==> src/float_to_half_convert_top_defines.svh <==
// Assertion macros for the converter's top-level RTL file.
// Depends on nothing; files that use them provide clock and reset signals.
`ifndef FLOAT_TO_HALF_CONVERT_TOP_DEFINES_SVH
`define FLOAT_TO_HALF_CONVERT_TOP_DEFINES_SVH

// Same-cycle implication, checked outside reset.
`define FTHC_CHECK(label, ante, cons) \
   label: assert property (@(posedge clock) disable iff (reset) (ante) |-> (cons)) \
      else $error("fthc check failed");

// Next-cycle implication, checked outside reset.
`define FTHC_CHECK_NEXT(label, ante, cons) \
   label: assert property (@(posedge clock) disable iff (reset) (ante) |=> (cons)) \
      else $error("fthc check failed");

`endif

==> src/fthc_pkg.sv <==
// Package for the single-to-half converter: widths, exponent limits, stage types.
// Depends on nothing.
package fthc_pkg;

   localparam int SINGLE_W = 32;
   localparam int HALF_W   = 16;
   localparam int SGL_EW   = 8;
   localparam int HLF_EW   = 5;
   localparam int HLF_MW   = 10;
   localparam int MANT_W   = HLF_MW + 1;   // kept mantissa bits plus round bit
   localparam int SHIFT_W  = 4;

   localparam int SGL_BIAS    = 127;
   localparam int HLF_BIAS    = 15;
   localparam int HLF_EXP_MAX = 31;
   localparam int REBIAS      = SGL_BIAS - HLF_BIAS;

   localparam logic [SGL_EW-1:0] SGL_EXP_ALL  = 8'hFF;
   localparam logic [SGL_EW-1:0] SGL_EXP_OVF  = SGL_EW'(REBIAS + HLF_EXP_MAX);
   localparam logic [SGL_EW-1:0] SGL_EXP_SUB  = SGL_EW'(REBIAS);
   localparam logic [SGL_EW-1:0] SGL_EXP_LOST = SGL_EW'(REBIAS - HLF_MW);

   localparam logic [HALF_W-2:0] HALF_INF_MAG = 15'h7C00;
   localparam logic [HALF_W-1:0] HALF_NAN     = 16'hFE00;

   typedef enum logic [1:0] {
      KIND_FIXED,
      KIND_SUB,
      KIND_NORM
   } kind_type;

   // Decode stage result.
   typedef struct packed {
      logic                valid;
      kind_type            kind;
      logic                sign;
      logic [HLF_EW-1:0]   exp5;
      logic [MANT_W-1:0]   mant;
      logic [SHIFT_W-1:0]  shift;
      logic [HALF_W-1:0]   fixed;
   } dec_type;

   // Align stage result: unrounded pattern plus round bit.
   typedef struct packed {
      logic                valid;
      logic [HALF_W-1:0]   base;
      logic                rnd;
   } aln_type;

endpackage

==> src/fthc_if.sv <==
// Valid/ready channel interfaces for request and response items.
// Depends on fthc_pkg.
interface fthc_req_if;
   logic                          valid;
   logic                          ready;
   logic [fthc_pkg::SINGLE_W-1:0] single_bits;

   modport source (output valid, output single_bits, input ready);
   modport sink   (input valid, input single_bits, output ready);
endinterface

interface fthc_rsp_if;
   logic                        valid;
   logic                        ready;
   logic [fthc_pkg::HALF_W-1:0] half_bits;

   modport source (output valid, output half_bits, input ready);
   modport sink   (input valid, input half_bits, output ready);
endinterface

==> src/fthc_decode.sv <==
// First stage: classify the binary32 pattern and rebias its exponent.
// Depends on fthc_pkg.
module fthc_decode (
   input  logic                          clock,
   input  logic                          reset,
   input  logic                          in_valid,
   input  logic [fthc_pkg::SINGLE_W-1:0] single_bits,
   output logic                          in_ready,
   output fthc_pkg::dec_type             dec_ff,
   input  logic                          out_ready
);
   import fthc_pkg::*;

   dec_type             dec_in;
   logic                sign;
   logic [SGL_EW-1:0]   expf;
   logic [22:0]         man;

   assign sign = single_bits[31];
   assign expf = single_bits[30:23];
   assign man  = single_bits[22:0];

   assign in_ready = !dec_ff.valid || out_ready;

   always_comb begin
      dec_in       = '0;
      dec_in.valid = in_valid;
      dec_in.kind  = KIND_FIXED;
      dec_in.sign  = sign;
      dec_in.fixed = {sign, 15'd0};
      if (expf == '0) begin
         // zero and single denormals: signed zero
         dec_in.fixed = {sign, 15'd0};
      end else if (expf == SGL_EXP_ALL) begin
         dec_in.fixed = (man == '0) ? {sign, HALF_INF_MAG} : HALF_NAN;
      end else if (expf >= SGL_EXP_OVF) begin
         dec_in.fixed = {sign, HALF_INF_MAG};
      end else if (expf <= SGL_EXP_SUB) begin
         if (expf >= SGL_EXP_LOST) begin
            // hidden bit and top mantissa bits, shifted right later
            dec_in.kind  = KIND_SUB;
            dec_in.mant  = {1'b1, man[22:13]};
            dec_in.shift = SHIFT_W'(SGL_EXP_SUB - expf);
         end
      end else begin
         dec_in.kind = KIND_NORM;
         dec_in.exp5 = HLF_EW'(expf - SGL_EXP_SUB);
         dec_in.mant = man[22:12];
      end
   end

   always_ff @(posedge clock) begin
      if (reset) begin
         dec_ff.valid <= 1'b0;
      end else if (in_ready) begin
         dec_ff <= dec_in;
      end
   end

endmodule

==> src/fthc_align.sv <==
// Second stage: denormal right shift and assembly of the unrounded pattern.
// Depends on fthc_pkg.
module fthc_align (
   input  logic              clock,
   input  logic              reset,
   input  fthc_pkg::dec_type dec,
   output logic              in_ready,
   output fthc_pkg::aln_type aln_ff,
   input  logic              out_ready
);
   import fthc_pkg::*;

   aln_type           aln_in;
   logic [MANT_W-1:0] shifted;

   assign in_ready = !aln_ff.valid || out_ready;
   assign shifted  = dec.mant >> dec.shift;

   always_comb begin
      aln_in       = '0;
      aln_in.valid = dec.valid;
      case (dec.kind)
         KIND_SUB: begin
            aln_in.base = {dec.sign, {HLF_EW{1'b0}}, shifted[MANT_W-1:1]};
            aln_in.rnd  = shifted[0];
         end
         KIND_NORM: begin
            aln_in.base = {dec.sign, dec.exp5, dec.mant[MANT_W-1:1]};
            aln_in.rnd  = dec.mant[0];
         end
         default: begin
            aln_in.base = dec.fixed;
            aln_in.rnd  = 1'b0;
         end
      endcase
   end

   always_ff @(posedge clock) begin
      if (reset) begin
         aln_ff.valid <= 1'b0;
      end else if (in_ready) begin
         aln_ff <= aln_in;
      end
   end

endmodule

==> src/fthc_round.sv <==
// Third stage: round half away from zero and hold the result item for the response channel.
// Depends on fthc_pkg.
module fthc_round (
   input  logic                        clock,
   input  logic                        reset,
   input  fthc_pkg::aln_type           aln,
   output logic                        in_ready,
   output logic                        out_valid,
   output logic [fthc_pkg::HALF_W-1:0] out_half,
   input  logic                        out_ready
);
   import fthc_pkg::*;

   logic              valid_ff;
   logic [HALF_W-1:0] half_ff;
   logic [HALF_W-1:0] half_in;

   assign in_ready = !valid_ff || out_ready;
   // carry may run into the exponent, up to infinity
   assign half_in  = aln.base + {{(HALF_W-1){1'b0}}, aln.rnd};

   always_ff @(posedge clock) begin
      if (reset) begin
         valid_ff <= 1'b0;
      end else if (in_ready) begin
         valid_ff <= aln.valid;
      end
   end

   always_ff @(posedge clock) begin
      if (in_ready) begin
         half_ff <= half_in;
      end
   end

   assign out_valid = valid_ff;
   assign out_half  = half_ff;

endmodule

==> src/float_to_half_convert_top.sv <==
// Single-to-half converter top level: three register stages (decode, align, round).
// Throughput: one item per cycle while the response channel is not stalled.
// Each stage advances when the next is empty or moving; a stalled response holds
// the full stages up to the first empty one. No item is lost or repeated.
// Reset (synchronous, active high) clears the stage valid bits only.
// Depends on fthc_pkg, the channel interfaces, the stage modules and the macro header.
`include "float_to_half_convert_top_defines.svh"

module float_to_half_convert_top (
   input  logic         clock,
   input  logic         reset,
   fthc_req_if.sink     req_chan,
   fthc_rsp_if.source   rsp_chan
);
   import fthc_pkg::*;

   dec_type dec;
   aln_type aln;
   logic    align_ready;
   logic    round_ready;

   // Decode: classify the pattern, pick a fixed result or rebias the exponent.
   fthc_decode u_decode (
      .clock       (clock),
      .reset       (reset),
      .in_valid    (req_chan.valid),
      .single_bits (req_chan.single_bits),
      .in_ready    (req_chan.ready),
      .dec_ff      (dec),
      .out_ready   (align_ready)
   );

   // Align: shift denormal mantissas, assemble sign, exponent and mantissa.
   fthc_align u_align (
      .clock     (clock),
      .reset     (reset),
      .dec       (dec),
      .in_ready  (align_ready),
      .aln_ff    (aln),
      .out_ready (round_ready)
   );

   // Round: add the first discarded bit and hold the result for the sink.
   fthc_round u_round (
      .clock     (clock),
      .reset     (reset),
      .aln       (aln),
      .in_ready  (round_ready),
      .out_valid (rsp_chan.valid),
      .out_half  (rsp_chan.half_bits),
      .out_ready (rsp_chan.ready)
   );

   // Hold the decode stage while the align stage is blocked.
   `FTHC_CHECK_NEXT(a_dec_hold, dec.valid && !align_ready, $stable(dec))
   // Hold the align stage while the round stage is blocked.
   `FTHC_CHECK_NEXT(a_aln_hold, aln.valid && !round_ready, $stable(aln))
   // Back-pressure at the input only when every stage holds an item.
   `FTHC_CHECK(a_full_stall, !req_chan.ready, dec.valid && aln.valid && rsp_chan.valid)
   // Any NaN result is the canonical quiet pattern.
   `FTHC_CHECK(a_nan_canon,
      rsp_chan.valid && rsp_chan.half_bits[14:10] == 5'h1F && rsp_chan.half_bits[9:0] != 10'd0,
      rsp_chan.half_bits == HALF_NAN)

endmodule
==> src/flat_wrapper.sv <==
// flat-port wrapper written by rule: the top's interface ports become plain ports
module float_to_half_convert_top_flat import fthc_pkg::*;
  (clock, reset, req_chan_valid, req_chan_single_bits, req_chan_ready, rsp_chan_valid, rsp_chan_half_bits, rsp_chan_ready);
  fthc_req_if req_chan_i ();
  fthc_rsp_if rsp_chan_i ();
  input  logic clock;
  input  logic reset;
  input wire logic [$bits(req_chan_i.valid)-1:0] req_chan_valid;
  input wire logic [$bits(req_chan_i.single_bits)-1:0] req_chan_single_bits;
  output wire logic [$bits(req_chan_i.ready)-1:0] req_chan_ready;
  output wire logic [$bits(rsp_chan_i.valid)-1:0] rsp_chan_valid;
  output wire logic [$bits(rsp_chan_i.half_bits)-1:0] rsp_chan_half_bits;
  input wire logic [$bits(rsp_chan_i.ready)-1:0] rsp_chan_ready;
  assign req_chan_i.valid = req_chan_valid;
  assign req_chan_i.single_bits = req_chan_single_bits;
  assign req_chan_ready = req_chan_i.ready;
  assign rsp_chan_valid = rsp_chan_i.valid;
  assign rsp_chan_half_bits = rsp_chan_i.half_bits;
  assign rsp_chan_i.ready = rsp_chan_ready;
  float_to_half_convert_top u_core (.clock(clock), .reset(reset), .req_chan(req_chan_i), .rsp_chan(rsp_chan_i));
endmodule
==> config.mk <==
export PLATFORM = sky130hd
export DESIGN_NAME = float_to_half_convert_top_flat
export DESIGN_NICKNAME = d
export VERILOG_FILES = /design/src/fthc_pkg.sv /design/src/fthc_if.sv /design/src/fthc_decode.sv /design/src/fthc_align.sv /design/src/fthc_round.sv /design/src/float_to_half_convert_top.sv /design/src/flat_wrapper.sv
export VERILOG_INCLUDE_DIRS = /design/src /design/src/src
export SDC_FILE = /design/constraint.sdc
export NUM_CORES = 1
export LEC_CHECK = 0
export ABC_AREA = 1
export BUFFER_PORTS_ARGS = -buffer_cell sky130_fd_sc_hd__buf_4
export CAP_MARGIN = 20
export CORE_MARGIN = 2
export CORE_UTILIZATION = 35
export CTS_CLUSTER_SIZE = 8
export DETAILED_ROUTE_END_ITERATION = 16
export SYNTH_ARGS = -nofsm -noshare
export SYNTH_HDL_FRONTEND = slang
export SYNTH_HIERARCHICAL = 1
export SYNTH_SLANG_ARGS = --single-unit
==> constraint.sdc <==
create_clock -name clock -period 3.8 [get_ports clock]
set_input_delay 0.95 -clock clock [delete_from_list [all_inputs] [get_ports clock]]
set_output_delay 0.95 -clock clock [all_outputs]
set_load 0.005 [all_outputs]
=== Yosys cells after proc, flatten, opt, wreduce, memory -nomap -nowiden ===
Cells that the tools add are included.

* Register bits: 75
* Word-level logic and storage cells: 50
* Input bits: 36
* Output and inout bits: 18

* $lt $le $gt $ge: 3
* Equality and inequality tests: 3
* Add/sub/neg operators: 3
* Shift operators: 1
* Bitwise logic cells: 3
* Reduce and logical (&&, ||, !) cells: 14
* Mux-type cells: 9

{| class="wikitable"
|+ Operator list
! kind !! number
|-
| 2-to-1 mux 16 bit || 3
|-
| one-hot mux 17 bit (2 select lines) || 1
|-
| 2-to-1 mux 15 bit || 2
|-
| zero test 23 bit || 1
|-
| adder 16 x 1 -> 16 bit || 1
|-
| 2-to-1 mux 11 bit || 1
|-
| >> shifter 11 x 4 -> 11 bit || 1
|-
| equality test 8 bit, second input constant || 1
|-
| greater-or-equal comparator 8 x 7 -> 1 bit, second input constant || 1
|-
| greater-or-equal comparator 8 bit, second input constant || 1
|-
| <= comparator 8 x 7 -> 1 bit, second input constant || 1
|-
| zero test 8 bit || 1
|-
| OR reduction 4 bit || 2
|-
| OR reduction 5 bit || 1
|-
| subtractor 5 bit, second input constant || 1
|-
| AND reduction 2 bit || 2
|-
| subtractor 1 x 4 -> 4 bit, first input constant || 1
|-
| zero test 1 bit || 3
|-
| logical OR 1 bit || 3
|-
| inverter 1 bit || 3
|-
| OR reduction 3 bit || 1
|-
| equality test 2 x 1 -> 1 bit, second input constant || 1
|-
| equality test 2 bit, second input constant || 1
|-
| 2-to-1 mux 2 bit || 1
|-
| 2-to-1 mux 1 bit || 1
|}

=== Logic depth before layout (Yosys ltp) ===
* Word-level depth: 5
* Gate-level depth with buffers: 9
* Mapped depth without buffers: 9

=== Modules after synthesis ===
The synthesis kept the hierarchy.

{| class="wikitable"
|+ By module, submodules not included
! module !! area each (um2) !! cells each !! times used !! seq. area each (um2)
|-
| fthc_decode || 1493.9 || 158 || 1 || 800.8
|-
| fthc_align || 1315.0 || 182 || 1 || 530.5
|-
| fthc_round || 932.1 || 94 || 1 || 500.5
|}

=== Least setup slack after synthesis ===
OpenSTA, ideal clock, no wires.

* Path type: input to register
* Start point: input rsp_chan_ready
* End point: register u_core/u_decode/dec_ff[13] (netlist name), enable pin
* Setup slack: 0.469 ns
* Data arrival time: 2.913 ns
* Stages: 6
* Buffers on the path: 0
* Required time: 3.382 ns
* Setup time: 0.418 ns
* Cell sequence: inv_1 -> nand2_1 -> inv_1 -> nand2_1 -> inv_1 -> a21oi_1

* Longest elaborated chain between the ends: 4

{| class="wikitable"
|+ RTL lines
! item !! line !! RTL
|-
| start: declaration || flat_wrapper.sv:13 || <nowiki>input wire logic [$bits(rsp_chan_i.ready)-1:0] rsp_chan_ready;</nowiki>
|-
| logical OR 1 bit || fthc_round.sv:18 || <nowiki>assign in_ready = !valid_ff || out_ready;</nowiki>
|-
| net u_core.round_ready || float_to_half_convert_top.sv:20 || <nowiki>logic round_ready;</nowiki>
|-
| logical OR 1 bit || fthc_align.sv:16 || <nowiki>assign in_ready = !aln_ff.valid || out_ready;</nowiki>
|-
| net u_core.align_ready || float_to_half_convert_top.sv:19 || <nowiki>logic align_ready;</nowiki>
|-
| logical OR 1 bit || fthc_decode.sv:23 || <nowiki>assign in_ready = !dec_ff.valid || out_ready;</nowiki>
|-
| AND reduction 2 bit (no source line) || - ||
|-
| end signal: assignment || fthc_decode.sv:56 || <nowiki>dec_ff <= dec_in;</nowiki>
|-
| end: declaration || fthc_decode.sv:9 || <nowiki>output fthc_pkg::dec_type dec_ff,</nowiki>
|}

The timed path passes the listed nets, and every way through them passes these cells.
A chain may end at the register's enable or synchronous reset.

=== Worst setup path after layout ===
* Start point: input rsp_chan_ready
* End point: output req_chan_ready

* Longest elaborated chain between the ends: 3

{| class="wikitable"
|+ RTL lines
! item !! line !! RTL
|-
| logical OR 1 bit || fthc_round.sv:18 ||
|-
| net u_core.round_ready || float_to_half_convert_top.sv:20 ||
|-
| logical OR 1 bit || fthc_align.sv:16 ||
|-
| net u_core.align_ready || float_to_half_convert_top.sv:19 ||
|-
| logical OR 1 bit || fthc_decode.sv:23 ||
|-
| end: declaration || flat_wrapper.sv:10 || <nowiki>output wire logic [$bits(req_chan_i.ready)-1:0] req_chan_ready;</nowiki>
|}

The timed path passes the listed nets, and every way through them passes these cells.

==> results_dict.tcl <==
set metrics [dict create \
    avgSynthCellArea_um2 8.62 \
    fill_cells 1036 \
    internal-power_w 0.00136 \
    cts_setup_buffers 0 \
    worstMarginPinSlew_ns 0.595 \
    stdcell_area_um2 4400 \
    synth-edff-count 59 \
    crit_start "rsp_chan_ready" \
    slew_headroom_pct 60.4 \
    synth_fa_ha_area_share_pct 2.34 \
    place_area_um2 4170 \
    diodes 0 \
    crit_path_end_kind "primary output" \
    fin_nets 526 \
    start_kind "primary input" \
    outcome "completed" \
    dieArea_um2 11500 \
    switching_share_pct 24.4 \
    clk_latency_ns 0.33 \
    port_buffers 53 \
    cts_htree_levels 3 \
    synthSimpleGateAreaFrac_pct 30.6 \
    setup_tns_ns 0 \
    yosys.cell_types.count 33 \
    crit_family "buffers and inverters" \
    seqPwrFrac_pct 47.7 \
    use_met3_pct 2.60 \
    track_usage_pct 13.9 \
    hold_violations 0 \
    met2_usage_pct 23.5 \
    dr.pass1.iters 5 \
    dp_hpwl_um 5750 \
    crit_required_ns 2.85 \
    crit_chain "buf_4 -> inv_1 -> nand2_1 -> buf_4 -> inv_1 -> nand2_1 -> inv_1 -> nand2_1 -> buf_4" \
    maxSlewViolCount 0 \
    vias_per_cell 4.74 \
    endpoint "req_chan_ready" \
    synth_top_family_by_area "simple AND/OR/NAND/NOR gates" \
    drive_gt1_share_pct 21.9 \
    fin_skew_ns 0.00552 \
    hold_depth 2 \
    drc 0 \
    antenna_found_initial 0 \
    syn_inst 434 \
    num_vias 2960 \
    syn2layout_area_growth_pct 17.6 \
    cp_slowest_cell "buf_4" \
    hold_path.class "register to register" \
    synth_compound_gate_area_share_pct 5.72 \
    postCtsHoldBufs 0 \
    clockPowerShare_pct 38.1 \
    grt_pass1_vias 2886 \
    rr_startpoint "u_core/u_decode/dec_ff[38]$_SDFFCE_PP0P_" \
    clk_path_buf_depth 2 \
    coreArea_um2 10400 \
    synth_xor_area_share_pct 1.87 \
    ys_seq_elements 62 \
    irDropWorstVdd_mv 0.237 \
    post-route-min-period_ns 2.72 \
    max_freq_mhz 368 \
    ioPinCount 54 \
    synth_area_um2 3740 \
    cap_violations 0 \
    grt_pass1_wl_um 12800 \
    muxShareOfSynthArea_pct 0 \
    cts_buffers 9 \
    rsz0062_at_grt "no" \
    setup_violations 0 \
    path_buf_inv 6 \
    fp.dieW_um 107 \
    grt.met1_usage_pct 17.0 \
    grt_max_degree 27 \
    cellLeakagePower_nw 1.94 \
    period_share_pct 71.5 \
    path_clk_slew_ns 0.07 \
    antenna_left 0 \
    cts_repair_resize_count 0 \
    combPwrFrac_pct 14.2 \
    start_util_pct 36.1 \
    slowest_delay_ns 0.19 \
    setup.worst_path.class "primary input to primary output" \
    crit_arrival_ns 1.77 \
    synth-warning-count 6 \
    reg2reg_depth 6 \
    crit_fanout 18 \
    cp.depth 9 \
    gr-total-overflow 0 \
    rrSetupSlack_ns 1.63 \
    ys.flop_type "edfxtp_1" \
    cts_tree "built" \
    busiest_layer "met2" \
    whs_ns 0.466 \
    ctsRootBufferMaster "clkbuf_8" \
    p_sw_w 0.000440 \
    wl_per_cell_um 11.8 \
    pwr_density_cell_nw_per_um2 409 \
    gp_congestion 0.931 \
    yosysSeqAreaShare_pct 49.0 \
    chipHeight_um 107 \
    postSynth.asyncResetShare_pct 0 \
    wirelength_um 7340 \
    detailedRoute.firstIterationViolations 215 \
    worstReg2RegEnd "u_core/u_align/aln_ff[3]$_DFFE_PP_" \
    row_count 37 \
    cts.sinks 62 \
]
[area by class of cell]
class                   count  area (um2)  area share [%]
flip-flops and latches     62        1830            41.6
multi-input cells         304        1550            35.3
repair buffers             56         420            9.55
inverters                  50         190            4.32
well taps                 136         170            3.87
clock buffers               9         124            2.81
clock inverters             7         111            2.53
[per-stage QoR]
step	power, W	util (%)	setup slack [ns]	instances
2_1_floorplan	0.00104	-	0.469	442
3_3_place_gp	0.00112	40.2	1.08	608
3_5_place_dp	0.00113	40.2	1.08	608
4_1_cts	0.00182	42.4	1.07	624
5_1_grt	0.00189	42.4	1.00	624
6_report	0.00180	42.4	1.08	624
[synthesized netlist by cell type, types with 5 or more instances]
cell type / number / share of area [%]
buf_4: 18 / 3.6
nor2_1: 34 / 3.4
xor2_1: 5 / 1.2
edfxtp_1: 59 / 47
nand2_2: 10 / 1.7
nor2_2: 6 / 1.0
inv_1: 44 / 4.4
nand3_1: 58 / 7.8
o21ai_0: 6 / 0.80
ha_1: 7 / 2.3
nand4_1: 17 / 2.8
a21oi_1: 20 / 2.7
nand2_1: 104 / 10
inv_2: 5 / 0.50
[per-layer routing]
layer  wire (um)  up-vias
met2        3510       91
met1        3240     1319
met4         185        0
li1            -     1533
met5           0        -
met3         404       17
[power by group through the flow]
stage | registers, W | logic [W] | clock network, W
6_report | 0.000859 | 0.000256 | 0.000686
3_5_place_dp | 0.000874 | 0.000256 | 0
3_3_place_gp | 0.000872 | 0.000252 | 0
4_1_cts | 0.000859 | 0.000257 | 0.000707
5_1_grt | 0.000865 | 0.000293 | 0.000734
2_1_floorplan | 0.000865 | 0.000173 | 0
[cells by family (layout without fill, tap and decap cells)]
logic type / after synthesis / after routing
simple gates: 242 / 242
xor+xnor: 8 / 8
other cells: 1 / 9
buf+inv: 76 / 122
fa+ha+maj: 7 / 7
compound gates: 38 / 38
flops: 62 / 62
[worst reg2reg max path: cells and delay by family, from the launching register on]
family,cells,cell delay (ns)
buffers and inverters,2,0.46
DFF,1,0.39
and+or+nand+nor,2,0.30
adders and majority gates,1,0.68
AOI/OAI and AO/OA,1,0.09
[worst min path at each step]
stage	from	endpoint	slack (ns)
global route	u_core/u_align/aln_ff[17]$_SDFFE_PP0N_	u_core/u_round/out_valid$_SDFFE_PP0P_	0.49
CTS	u_core/u_align/aln_ff[17]$_SDFFE_PP0N_	u_core/u_round/out_valid$_SDFFE_PP0P_	0.47
detailed placement	u_core/u_align/aln_ff[17]$_SDFFE_PP0N_	u_core/u_round/out_valid$_SDFFE_PP0P_	0.46
finish	u_core/u_align/aln_ff[17]$_SDFFE_PP0N_	u_core/u_round/out_valid$_SDFFE_PP0P_	0.47
floorplan	u_core/u_decode/dec_ff[39]$_SDFFE_PP0N_	u_core/u_align/aln_ff[17]$_SDFFE_PP0N_	0.44
global placement	u_core/u_align/aln_ff[17]$_SDFFE_PP0N_	u_core/u_round/out_valid$_SDFFE_PP0P_	0.45
[state kept, by name, indices dropped and copies added, names as in the netlist]
register                  cells
u_core/u_decode/dec_ff       27
u_core/u_round/out_valid      1
u_core/u_align/aln_ff        18
u_core/u_round/out_half      16
[cell usage in the layout (no fill, tap or decap), drive strengths merged, types with 5 or more instances in the layout]
cell type  Yosys  final
nand2        116    116
nand3         62     62
edfxtp        59     59
buf           26     56
inv           50     51
nor2          44     44
a21oi         21     21
nand4         17     17
o21ai         12     12
clkbuf         0      9
conb           1      9
ha             7      7
xor2           5      5
Power figures use the tool's default switching activity.
